**src/hdl/tcs_pkg.sv**
```systemverilog
package tcs_pkg;

  // Screen geometry
  localparam int NUM_COLS   = 80;
  localparam int NUM_ROWS   = 25;
  localparam int CELL_COUNT = NUM_COLS * NUM_ROWS;
  localparam int ADDR_W     = $clog2(CELL_COUNT);
  localparam int COL_W      = $clog2(NUM_COLS);
  localparam int ROW_W      = $clog2(NUM_ROWS);
  localparam int POS_W      = 11;

  typedef logic [ADDR_W-1:0] addr_t;
  typedef logic [COL_W-1:0]  col_t;
  typedef logic [ROW_W-1:0]  row_t;
  typedef logic [POS_W-1:0]  pos_t;
  typedef logic [15:0]       cell_t;
  typedef logic [7:0]        byte_t;
  typedef logic [1:0]        cmd_t;

  // Command codes
  localparam cmd_t CMD_PUT   = 2'd0;
  localparam cmd_t CMD_CLEAR = 2'd1;
  localparam cmd_t CMD_READ  = 2'd2;

  // Control characters and fill words
  localparam byte_t CHAR_NL     = 8'h0A;
  localparam byte_t CHAR_CR     = 8'h0D;
  localparam byte_t CHAR_BS     = 8'h08;
  localparam byte_t CHAR_BLANK  = 8'h20;
  localparam byte_t ATTR_RESET  = 8'h0F;
  localparam cell_t RESET_FILL  = 16'h0F20;
  localparam cell_t SCROLL_FILL = 16'h0720;

  typedef enum logic [3:0] {
    ST_INIT,
    ST_IDLE,
    ST_EXEC,
    ST_FILL,
    ST_SCR_RD,
    ST_SCR_WR,
    ST_BOTTOM,
    ST_EMIT
  } state_t;

  // Source of the cell store write port
  typedef enum logic [2:0] {
    WSRC_NONE,
    WSRC_PUT,
    WSRC_RESET,
    WSRC_CLEAR,
    WSRC_COPY,
    WSRC_SCROLL
  } wsrc_t;

  // Controller to datapath commands
  typedef struct packed {
    logic  item_load;
    logic  cur_put;
    logic  cur_home;
    logic  sweep_clr;
    logic  sweep_inc;
    logic  rd_cell;
    logic  rd_copy;
    logic  emit;
    wsrc_t wsrc;
  } ctl_t;

  // Datapath to controller status
  typedef struct packed {
    cmd_t item_cmd;
    logic put_scroll;
    logic sweep_end;
    logic copy_end;
    logic out_free;
  } sts_t;

  function automatic addr_t cell_addr(row_t row, col_t col);
    cell_addr = addr_t'(32'(row) * NUM_COLS + 32'(col));
  endfunction

  function automatic pos_t cursor_pos(row_t row, col_t col);
    cursor_pos = pos_t'(32'(row) * NUM_COLS + 32'(col));
  endfunction

endpackage

```
**src/hdl/tcs_ctrl.sv**
```systemverilog
module tcs_ctrl (
  input  logic          clk,
  input  logic          rst_n,
  input  logic          in_valid,
  output logic          in_ready,
  input  tcs_pkg::sts_t sts,
  output tcs_pkg::ctl_t ctl
);

  tcs_pkg::state_t state_r, state_nxt;

  // State register
  always_ff @(posedge clk) begin
    if (!rst_n) begin
      state_r <= tcs_pkg::ST_INIT;
    end else begin
      state_r <= state_nxt;
    end
  end

  // Next state and commands
  always_comb begin
    state_nxt = state_r;
    in_ready  = 1'b0;
    ctl       = '0;
    ctl.wsrc  = tcs_pkg::WSRC_NONE;
    unique case (state_r)
      tcs_pkg::ST_INIT: begin
        ctl.wsrc = tcs_pkg::WSRC_RESET;
        if (sts.sweep_end) begin
          ctl.sweep_clr = 1'b1;
          state_nxt     = tcs_pkg::ST_IDLE;
        end else begin
          ctl.sweep_inc = 1'b1;
        end
      end
      tcs_pkg::ST_IDLE: begin
        in_ready = 1'b1;
        if (in_valid) begin
          ctl.item_load = 1'b1;
          state_nxt     = tcs_pkg::ST_EXEC;
        end
      end
      tcs_pkg::ST_EXEC: begin
        unique case (sts.item_cmd)
          tcs_pkg::CMD_PUT: begin
            ctl.wsrc    = tcs_pkg::WSRC_PUT;
            ctl.cur_put = 1'b1;
            state_nxt   = sts.put_scroll ? tcs_pkg::ST_SCR_RD : tcs_pkg::ST_EMIT;
          end
          tcs_pkg::CMD_CLEAR: state_nxt = tcs_pkg::ST_FILL;
          tcs_pkg::CMD_READ: begin
            ctl.rd_cell = 1'b1;
            state_nxt   = tcs_pkg::ST_EMIT;
          end
          default: state_nxt = tcs_pkg::ST_EMIT;
        endcase
      end
      tcs_pkg::ST_FILL: begin
        ctl.wsrc = tcs_pkg::WSRC_CLEAR;
        if (sts.sweep_end) begin
          ctl.sweep_clr = 1'b1;
          ctl.cur_home  = 1'b1;
          state_nxt     = tcs_pkg::ST_EMIT;
        end else begin
          ctl.sweep_inc = 1'b1;
        end
      end
      tcs_pkg::ST_SCR_RD: begin
        ctl.rd_copy = 1'b1;
        state_nxt   = tcs_pkg::ST_SCR_WR;
      end
      tcs_pkg::ST_SCR_WR: begin
        ctl.wsrc      = tcs_pkg::WSRC_COPY;
        ctl.sweep_inc = 1'b1;
        state_nxt     = sts.copy_end ? tcs_pkg::ST_BOTTOM : tcs_pkg::ST_SCR_RD;
      end
      tcs_pkg::ST_BOTTOM: begin
        ctl.wsrc = tcs_pkg::WSRC_SCROLL;
        if (sts.sweep_end) begin
          ctl.sweep_clr = 1'b1;
          state_nxt     = tcs_pkg::ST_EMIT;
        end else begin
          ctl.sweep_inc = 1'b1;
        end
      end
      tcs_pkg::ST_EMIT: begin
        if (sts.out_free) begin
          ctl.emit  = 1'b1;
          state_nxt = tcs_pkg::ST_IDLE;
        end
      end
      default: state_nxt = tcs_pkg::ST_INIT;
    endcase
  end

endmodule

```
**config.mk**
```make
export PLATFORM = sky130hd
export DESIGN_NAME = tcs_ctrl
export DESIGN_NICKNAME = d
export VERILOG_FILES = /design/src/hdl/tcs_pkg.sv /design/src/hdl/tcs_ctrl.sv
export SDC_FILE = /design/constraint.sdc
export NUM_CORES = 1
export LEC_CHECK = 0
export ABC_AREA = 1
export BUFFER_PORTS_ARGS = -buffer_cell sky130_fd_sc_hd__buf_2
export CAP_MARGIN = 0
export CORE_AREA = 2 2 39 41
export CTS_CLUSTER_SIZE = 30
export DETAILED_ROUTE_END_ITERATION = 12
export DIE_AREA = 0 0 41 43
export MAX_ROUTING_LAYER = met4
export PLACE_DENSITY = 0.56
export SETUP_SLACK_MARGIN = 0.2
export SLEW_MARGIN = 40
export SYNTH_ARGS = -nofsm -noshare
export SYNTH_HDL_FRONTEND = slang
export SYNTH_SLANG_ARGS = --single-unit
```
**constraint.sdc**
```tcl
create_clock -name clk -period 2.2 [get_ports clk]
set_input_delay 0 -clock clk [delete_from_list [all_inputs] [get_ports clk]]
set_output_delay 0 -clock clk [all_outputs]
set_load 0.01 [all_outputs]
```
==> flow_metrics.env, run 1 <==
export IMPL_drc=0
export IMPL_final_antenna_net_count=0
export IMPL_yosysTopAreaCellShare_pct=17.2
export IMPL_met3_usage_pct=4.71
export IMPL_clkPwrFrac_pct=15.7
export IMPL_rsz0062_at_grt="false"
export IMPL_first_pass_iters=3
export IMPL_ir_worst_vdd_mv=0.636
export IMPL_dieArea_um2=1760
export IMPL_width_of_the_die_um=41
export IMPL_drive_above_1_share_pct=37.8
export IMPL_post_synth_inst_count=66
export IMPL_compound_gate_fraction_of_synth_area_pct=4.04
export IMPL_cp_data_arrival_time_ns=1.38
export IMPL_slowest_stage="dfxtp_1"
export IMPL_ff2ff_setup_slack_ns=0.97
export IMPL_yosysTopAreaCell="nor2_1"
export IMPL_timing_setup_critical_path_class="flop to primary output"
export IMPL_htree_num_levels=1
export IMPL_internal_power_mw=0.305
export IMPL_pwr_density_cell_nw_per_um2=1210
export IMPL_type_of_the_worst_min_delay_path="input pin to flop"
export IMPL_r2r_worst_path_cells=7
export IMPL_largest_registers="state_r (3)"
export IMPL_initial_utilization_pct=26.9
export IMPL_dominant_combinational_cell_family_by_area_after_synthesis="simple AND/OR/NAND/NOR gates"
export IMPL_dp_final_hpwl_um=754
export IMPL_cap_viol_max_count=0
export IMPL_cts_post_setup_buffers_inserted=0
export IMPL_number_of_global_route_vias_before_repair=362
export IMPL_std_cell_rows=14
export IMPL_setup_worst_path_start_class="flop"
export IMPL_worst_setup_path_startpoint="state_r[2]"
export IMPL_worstPathBufferInverterCount=2
export IMPL_wirelength_um=864
export IMPL_timing_critical_path_max_delay_family="flip-flops"
export IMPL_synth_warning_count=0
export IMPL_cts_sink_count=3
export IMPL_worst_hold_slack_ns=0.0125
export IMPL_synth_xor_area_share_pct=0
export IMPL_layout_commonest_cell="buf_2"
export IMPL_antenna_diode_count=0
export IMPL_slew_viol_final=0
export IMPL_run_status="finished clean"
export IMPL_crit_cells=5
export IMPL_dr_total_vias=468
export IMPL_top_level_i_o_count=21
export IMPL_yosys_top_cells_area="nor2_1 17%, dfxtp_1 16%, nand2_1 14%, inv_1 10%, nand3_1 8.1%"
export IMPL_timing_fmax_mhz=727
export IMPL_static_leakage_power_nw=0.341
export IMPL_post_route_min_period_ns=1.38
export IMPL_grt_busiest_layer="met2"
export IMPL_critPathCapture="ctl[0]"
export IMPL_largest_register_ff_count=3
export IMPL_critical_path_cell_by_cell="inv_2, nand3_2, nand2_1, or2_1, buf_2"
export IMPL_p_switching_mw=0.321
export IMPL_postCtsHoldBufs=0
export IMPL_regToRegStartpoint="state_r[2]"
export IMPL_synth_mux_area_fraction_pct=0
export IMPL_die_height_um=43
export IMPL_postCtsResizedCells=0
export IMPL_clock_skew_final_ns=0.00254
export IMPL_synth_lib_cells_used_distinct=15
export IMPL_register_containing_the_most_flip_flops_in_the_final_layout="state_r"
export IMPL_reg2reg_to="state_r[0]"
export IMPL_post_route_period_util_pct=62.5
export IMPL_final_hold_violation_count=0
export IMPL_grt_pass1_wl_um=1320
export IMPL_postSynthRegisterBits=3
export IMPL_post_synth_cell_area_avg_um2=5.63
export IMPL_synthAdderAreaFrac_pct=0
export IMPL_clk_latency_ns=0.23
export IMPL_synthesis_nets=75
export IMPL_synth_simple_gate_area_share_pct=67.7
export IMPL_combinationalPowerShare_pct=65.3
export IMPL_transition_at_the_pin_with_the_smallest_max_transition_slack_ns=0.269
export IMPL_worstPathMaxFanout=7
export IMPL_portBuffers=20
export IMPL_switching_share_pct=51.3
export IMPL_cts_reportedPaths_clkPinSlew_ns=0.04
export IMPL_critical_path_endpoint_type="primary output"
export IMPL_tritoncts_clock_tree="done"
export IMPL_setup_viol=0
export IMPL_clock_buffers_created_by_tritoncts=3
export IMPL_sequential_cell_fraction_of_total_power_pct=19.0
export IMPL_most_common_layout_cells="20 x buf_2, 17 x nor2_1, 14 x nand2_1, 10 x inv_1, 6 x nand3_1"
export IMPL_area_growth_syn_to_layout_pct=39.4
export IMPL_clock_path_buffers=2
export IMPL_grt_max_degree=8
export IMPL_initial_antenna_violation_count=0
export IMPL_core_um2=1380
export IMPL_root_cell_of_the_clock_tree="clkbuf_4"
export IMPL_detail_route_iter0_violations=3
export IMPL_grtUsageTotal_pct=11.3
export IMPL_place_gp_congestion=0.767
export IMPL_final_setup_tns_ns=0
export IMPL_ys_seq_area_share_pct=16.2
export IMPL_route_detailed_wl_per_inst_um=8.15
export IMPL_timing_critical_path_required_ns=2.20
export IMPL_crit_path_max_incr_delay_ns=0.46
export IMPL_maxSlewHeadroom_pct=82.0
export IMPL_groute_layer_met1_usage_pct=12.9
export IMPL_grt_met2_usage_pct=17.2
export IMPL_synth_area_um2=372
export IMPL_congestion_overflow_gr=0
export IMPL_via_per_inst=4.42
export IMPL_final_net_count=100
## final cells by class
class                      count  area, um2
sequential                     3       60.1
inverter                      12       45.0
timing repair buffer          20        100
tap                           16       20.0
multi-input combinational     51        267
clock buffer                   4       26.3
fill                         168        866
## worst min path at each step
stage | slack [ns] | depth (start not counted) | startpoint | endpoint
floorplan | 0.05 | 1 | sts[4] | ctl[5]
global placement | 0.25 | 3 | sts[4] | ctl[5]
detailed placement | 0.25 | 3 | sts[4] | ctl[5]
CTS | 0.005 | 3 | rst_n | state_r[1]
global route | 0.03 | 3 | rst_n | state_r[2]
finish | 0.01 | 3 | rst_n | state_r[1]
## worst reg2reg max path: cells and delay by family, from the launching register on
kind / cells / cell delay [ns]
buf+inv: 1 / 0.11
flops: 1 / 0.46
simple gates: 6 / 0.56
## Yosys cell counts
master and number:
nor2_2 2, nand2_4 2, inv_1 10, nand3_4 1
nor3_1 1, inv_2 2, or2_1 1, dfxtp_1 3
o21ai_0 1, nand3_2 3, nand3_1 6, nand2_1 14
a21oi_1 2, nor2_1 17, nor2_4 1
## metrics by stage
stage | util, % | area, um2 | worst slack, ns | cells | power, mW
after global placement | 35.5 | 492 | 0.965 | 102 | 0.535
after global routing | 37.4 | 518 | 0.734 | 106 | 0.696
after floorplan | - | 372 | 1.11 | 66 | 0.416
after CTS | 37.4 | 518 | 0.810 | 106 | 0.639
after detailed placement | 35.5 | 492 | 0.962 | 102 | 0.535
final | 37.4 | 518 | 0.824 | 106 | 0.625
## cells by family (layout without fill, tap and decap cells)
family,count (synthesis),count (layout)
simple gates,48,48
buf+inv,12,36
flops,3,3
compound gates,3,3
## power by group through the flow
stage	registers [mW]	logic (mW)	clock network [mW]
2_1_floorplan	0.112	0.304	0
3_3_place_gp	0.120	0.416	0
3_5_place_dp	0.120	0.415	0
4_1_cts	0.119	0.416	0.103
5_1_grt	0.123	0.468	0.106
6_report	0.119	0.408	0.0985
## per-layer routing
metal | share of wire [%] | up-vias
li1 | - | 251
met2 | 49 | 13
met3 | 6.8 | 2
met1 | 43 | 202
met5 | 0 | -
met4 | 1.3 | 0
No activity file was read; power rests on OpenSTA's default activity.
==> inputs of run 2 (changes only) <==
Clock period 2.2 ns to 1.3 ns, I/O delays scaled along.
==> run 2 against run 1 <==
  * Sequential cell count did not move
  * Worst hold slack got worse by 0.00072 ns
  * Critical endpoint unchanged
  * Clock skew fell by 0.00088 ns
  * Total power rose by 110%
  * Sequential power rose by 92%
  * First-iteration DRC count rose to 2.7 times the previous value
  * Sequential share of layout area fell by 0.68 points
  * Largest power group unchanged
  * Clock-buffer cell count did not move
==> flow_metrics.env, run 2 (synthesis results as in run 1) <==
export IMPL_run_status="finished clean"
export IMPL_die_height_um=43
export IMPL_first_pass_iters=2
export IMPL_dr_total_vias=476
export IMPL_detail_route_iter0_violations=8
export IMPL_postCtsHoldBufs=0
export IMPL_final_setup_tns_ns=0
export IMPL_dp_final_hpwl_um=755
export IMPL_maxSlewHeadroom_pct=88.2
export IMPL_pwr_density_cell_nw_per_um2=2070
export IMPL_pre_cts_slack_ns=0.0971
export IMPL_slew_viol_final=0
export IMPL_clock_buffers_created_by_tritoncts=3
export IMPL_core_um2=1380
export IMPL_setup_worst_path_start_class="flop"
export IMPL_sequential_cell_fraction_of_total_power_pct=17.5
export IMPL_combinationalPowerShare_pct=70.0
export IMPL_clock_path_buffers=2
export IMPL_cts_sink_count=3
export IMPL_antenna_diode_count=0
export IMPL_place_gp_congestion=0.781
export IMPL_largest_registers="state_r (3)"
export IMPL_clock_skew_final_ns=0.00166
export IMPL_clk_latency_ns=0.23
export IMPL_static_leakage_power_nw=0.377
export IMPL_portBuffers=20
export IMPL_critical_path_cell_by_cell="inv_4, nand3_4, nand2_2, or2_1, buf_2"
export IMPL_cp_data_arrival_time_ns=1.19
export IMPL_register_containing_the_most_flip_flops_in_the_final_layout="state_r"
export IMPL_width_of_the_die_um=41
export IMPL_final_hold_violation_count=0
export IMPL_internal_power_mw=0.662
export IMPL_critical_path_endpoint_type="primary output"
export IMPL_p_switching_mw=0.642
export IMPL_drc=0
export IMPL_type_of_the_worst_min_delay_path="input pin to flop"
export IMPL_crit_path_max_incr_delay_ns=0.39
export IMPL_route_detailed_wl_per_inst_um=8.49
export IMPL_clkPwrFrac_pct=12.5
export IMPL_grt_pass1_wl_um=1600
export IMPL_post_route_min_period_ns=1.19
export IMPL_dieArea_um2=1760
export IMPL_layout_commonest_cell="buf_2"
export IMPL_grtUsageTotal_pct=13.6
export IMPL_cap_viol_max_count=0
export IMPL_initial_antenna_violation_count=0
export IMPL_final_antenna_net_count=0
export IMPL_congestion_overflow_gr=0
export IMPL_root_cell_of_the_clock_tree="clkbuf_4"
export IMPL_area_growth_syn_to_layout_pct=69.7
export IMPL_postLayoutSetupSlackWorst_ns=0.108
export IMPL_rsz0062_at_grt="true"
export IMPL_post_route_period_util_pct=91.7
export IMPL_top_level_i_o_count=21
export IMPL_via_per_inst=4.25
export IMPL_number_of_global_route_vias_before_repair=419
export IMPL_std_cell_rows=14
export IMPL_wirelength_um=951
export IMPL_cts_reportedPaths_clkPinSlew_ns=0.04
export IMPL_switching_share_pct=49.2
export IMPL_initial_utilization_pct=26.9
export IMPL_worst_hold_slack_ns=0.0118
export IMPL_ir_worst_vdd_mv=1.10
export IMPL_timing_critical_path_required_ns=1.30
export IMPL_largest_register_ff_count=3
export IMPL_final_net_count=106
export IMPL_drive_above_1_share_pct=54.2
export IMPL_timing_setup_critical_path_class="flop to primary output"
export IMPL_timing_fmax_mhz=839
export IMPL_worstPathMaxFanout=6
export IMPL_setup_viol=0
export IMPL_grt_max_degree=8
export IMPL_tritoncts_clock_tree="done"
export IMPL_most_common_layout_cells="19 x buf_2, 13 x nor2_1, 11 x nand2_1, 9 x inv_1"
export IMPL_slowest_stage="dfxtp_4"
export IMPL_transition_at_the_pin_with_the_smallest_max_transition_slack_ns=0.177
export IMPL_htree_num_levels=1
-- run 2: critical path: cells and delay by family, from the launching register on --
kind	cells	cell delay (ns)
and+or+nand+nor	3	0.37
DFF	1	0.39
buffers and inverters	2	0.20
-- run 2: final cells by class --
type | instances | area, um2
Sequential cell | 3 | 68.8
Tap cell | 16 | 20.0
Inverter | 12 | 47.5
Timing Repair Buffer | 26 | 159
Clock buffer | 4 | 26.3
Fill cell | 154 | 753
Multi-Input combinational cell | 51 | 309
-- run 2: per-stage QoR --
stage / util, % / cell area [um2] / power [mW] / instances
floorplan: - / 372 / 0.704 / 66
global route: 45.6 / 631 / 1.44 / 112
CTS: 40.7 / 563 / 1.17 / 108
finish: 45.6 / 631 / 1.30 / 112
detailed placement: 36.1 / 499 / 0.924 / 103
global placement: 36.1 / 499 / 0.925 / 103
-- run 2: layer usage --
| layer | up-vias | routed length (um) | GRT usage (%) |
|---|---|---|---|
| met5 | - | 0 | - |
| met4 | 0 | 0 | 8.00 |
| met3 | 0 | 41 | 1.57 |
| met2 | 10 | 494 | 20.0 |
| met1 | 205 | 415 | 17.0 |
| li1 | 261 | - | - |
-- run 2: final timing paths --
kind / startpoint / to / slack, ns / depth (start not counted)
max: state_r[2] / ctl[0] / 0.11 / 5
max reg2reg: state_r[0] / state_r[2] / 0.14 / 9
min reg2reg: state_r[2] / state_r[2] / 0.56 / 2
min: rst_n / state_r[2] / 0.01 / 3
-- run 2: power by group through the flow --
stage / Combinational (mW) / Sequential (mW) / Clock (mW)
after floorplan: 0.515 / 0.190 / 0
after global placement: 0.737 / 0.188 / 0
after detailed placement: 0.737 / 0.188 / 0
after CTS: 0.786 / 0.216 / 0.171
after global routing: 1.02 / 0.238 / 0.177
final: 0.914 / 0.228 / 0.163
-- run 2: timing repair --
action / in CTS / in global routing
gates cloned: 0 / 0
setup endpoints to repair: 13 / 11
pin swaps: 1 / 9
gates resized for setup: 11 / 10
setup buffers: 1 / 4
==> inputs of run 3 (changes only) <==
Settings changed: CAP_MARGIN 0 to 10, PLACE_DENSITY 0.56 to 0.58.
Clock period 1.3 ns to 1 ns, I/O delays scaled along.
==> run 3 against run 2 <==
  * The run now ends with setup timing left
  * First-iteration DRC count shrank 63%
  * Setup slack worse by 0.37 ns
  * Design area grew 36%
  * Critical path depth rose by 1
  * Critical endpoint unchanged
==> flow_metrics.env, run 3 (synthesis results as in run 1) <==
export IMPL_core_um2=1380
export IMPL_timing_fmax_mhz=792
export IMPL_postLayoutCellArea_um2=856
export IMPL_ir_worst_vdd_mv=1.42
export IMPL_most_common_layout_cells="16 x buf_2, 13 x buf_6, 11 x nor2_1, 9 x buf_4"
export IMPL_sequential_cell_fraction_of_total_power_pct=14.4
export IMPL_post_route_period_util_pct=126
export IMPL_cap_viol_max_count=0
export IMPL_final_antenna_net_count=0
export IMPL_dieArea_um2=1760
export IMPL_post_route_min_period_ns=1.26
export IMPL_antenna_diode_count=0
export IMPL_grt_max_degree=8
export IMPL_initial_antenna_violation_count=0
export IMPL_slowest_stage="dfxtp_4"
export IMPL_worst_hold_slack_ns=0.186
export IMPL_cts_reportedPaths_clkPinSlew_ns=0.04
export IMPL_die_height_um=43
export IMPL_timing_critical_path_max_delay_family="flip-flops"
export IMPL_internal_power_mw=1.29
export IMPL_grtUsageTotal_pct=18.3
export IMPL_width_of_the_die_um=41
export IMPL_worstPathBufferInverterCount=3
export IMPL_place_area_um2=601
export IMPL_route_detailed_wl_per_inst_um=11.8
export IMPL_tritoncts_clock_tree="done"
export IMPL_dr_total_vias=575
export IMPL_layout_commonest_cell="buf_2"
export IMPL_cp_data_arrival_time_ns=1.26
export IMPL_timing_critical_path_required_ns=1.00
export IMPL_register_containing_the_most_flip_flops_in_the_final_layout="state_r"
export IMPL_largest_register_ff_count=3
export IMPL_critical_path_endpoint_type="primary output"
export IMPL_wirelength_um=1470
export IMPL_final_hold_violation_count=0
export IMPL_rsz0062_at_grt="true"
export IMPL_p_switching_mw=1.12
export IMPL_congestion_overflow_gr=0
export IMPL_grt_pass1_wl_um=2150
export IMPL_top_level_i_o_count=21
export IMPL_type_of_the_worst_min_delay_path="input pin to flop"
export IMPL_maxSlewHeadroom_pct=86.4
export IMPL_setup_worst_path_start_class="flop"
export IMPL_postLayoutSetupSlackWorst_ns=-0.262
export IMPL_clock_path_buffers=2
export IMPL_std_cell_rows=14
export IMPL_static_leakage_power_nw=0.463
export IMPL_htree_num_levels=1
export IMPL_area_growth_syn_to_layout_pct=130
export IMPL_initial_utilization_pct=26.9
export IMPL_violations="setup timing"
export IMPL_ff2ff_setup_slack_ns=-0.22
export IMPL_report_power_total_mw=2.41
export IMPL_pwr_density_cell_nw_per_um2=2820
export IMPL_worstPathMaxFanout=5
export IMPL_clk_latency_ns=0.24
export IMPL_clkPwrFrac_pct=8.9
export IMPL_switching_share_pct=46.4
export IMPL_drc=0
export IMPL_critical_path_cell_by_cell="inv_6, nand3_4, buf_6, nor2_4, or2_1, buf_2"
export IMPL_detail_route_iter0_violations=3
export IMPL_clock_buffers_created_by_tritoncts=3
export IMPL_setup_viol=15
export IMPL_timing_setup_critical_path_class="flop to primary output"
export IMPL_crit_path_max_incr_delay_ns=0.40
export IMPL_cts_sink_count=3
export IMPL_root_cell_of_the_clock_tree="clkbuf_4"
export IMPL_portBuffers=20
export IMPL_first_pass_iters=4
export IMPL_dp_final_hpwl_um=864
export IMPL_slew_viol_final=0
export IMPL_place_gp_congestion=0.714
export IMPL_via_per_inst=4.60
export IMPL_transition_at_the_pin_with_the_smallest_max_transition_slack_ns=0.203
export IMPL_drive_above_1_share_pct=70.6
export IMPL_number_of_global_route_vias_before_repair=521
export IMPL_largest_registers="state_r (3)"
export IMPL_combinationalPowerShare_pct=76.7
export IMPL_clock_skew_final_ns=0.00723
export IMPL_run_status="finished, violations left"
export IMPL_final_net_count=119
-- run 3: cell count changes in the layout (fill, tap and decap cells not counted), moves of 2 or more --
cell / before / now
nor2_1: 13 / 11
buf_4: 4 / 9
nand2_2: 3 / 7
buf_2: 19 / 16
nand2_4: 2 / 4
buf_6: 3 / 13
nor2_4: 2 / 5
nand2_1: 11 / 5
inv_1: 9 / 7
-- run 3: tightest hold or removal path: cells and delay by family --
kind / cells / cell delay, ns
and+or+nand+nor: 4 / 0.30
buffers and inverters: 1 / 0.08
-- run 3: metrics by stage --
| step | worst slack [ns] | instances | utilization, % | TNS, ns |
|---|---|---|---|---|
| floorplan | -0.00204 | 66 | - | -0.00204 |
| global placement | -0.0948 | 112 | 43.4 | -0.373 |
| detailed placement | -0.0766 | 112 | 43.4 | -0.321 |
| CTS | -0.258 | 123 | 54.9 | -2.56 |
| global route | -0.313 | 125 | 61.8 | -3.57 |
| finish | -0.262 | 125 | 61.8 | -2.68 |
-- run 3: power groups by stage --
| stage | sequential [mW] | combinational [mW] | clock [mW] |
|---|---|---|---|
| finish | 0.348 | 1.85 | 0.215 |
| global route | 0.361 | 2.01 | 0.232 |
| CTS | 0.329 | 1.50 | 0.225 |
| detailed placement | 0.307 | 1.15 | 0 |
| global placement | 0.306 | 1.15 | 0 |
| floorplan | 0.294 | 0.717 | 0 |
-- run 3: area by class of cell --
class / instances / area (um2)
clock buffer: 4 / 26.3
fill: 139 / 528
inverter: 12 / 52.6
multi-input combinational: 51 / 382
sequential: 3 / 71.3
tap: 16 / 20.0
timing repair buffer: 39 / 304
-- run 3: metal layers --
layer / GRT usage [%] / up-vias / routed length [um] / part of all wire, %
met5: - / - / 0 / 0
met4: 8.00 / 0 / 34 / 2.3
met3: 1.57 / 4 / 49 / 3.3
met2: 30.9 / 18 / 875 / 59
met1: 20.4 / 261 / 512 / 35
li1: - / 292 / - / -
-- run 3: final timing paths --
check / start / endpoint / cells past startpoint
worst max-delay path: state_r[2] / ctl[0] / 6
worst min-delay path: sts[1] / state_r[1] / 5
worst max register to register: state_r[2] / state_r[0] / 9
worst min register to register: state_r[0] / state_r[0] / 5
-- run 3: repair_timing --
| action | in CTS | in global routing |
|---|---|---|
| buffers inserted | 6 | 2 |
| endpoints found under the hold margin | 2 | 0 |
| endpoints found under the setup margin | 15 | 15 |
| hold buffers | 1 | 0 |
| gates resized for setup | 18 | 22 |
| pin swaps | 6 | 8 |
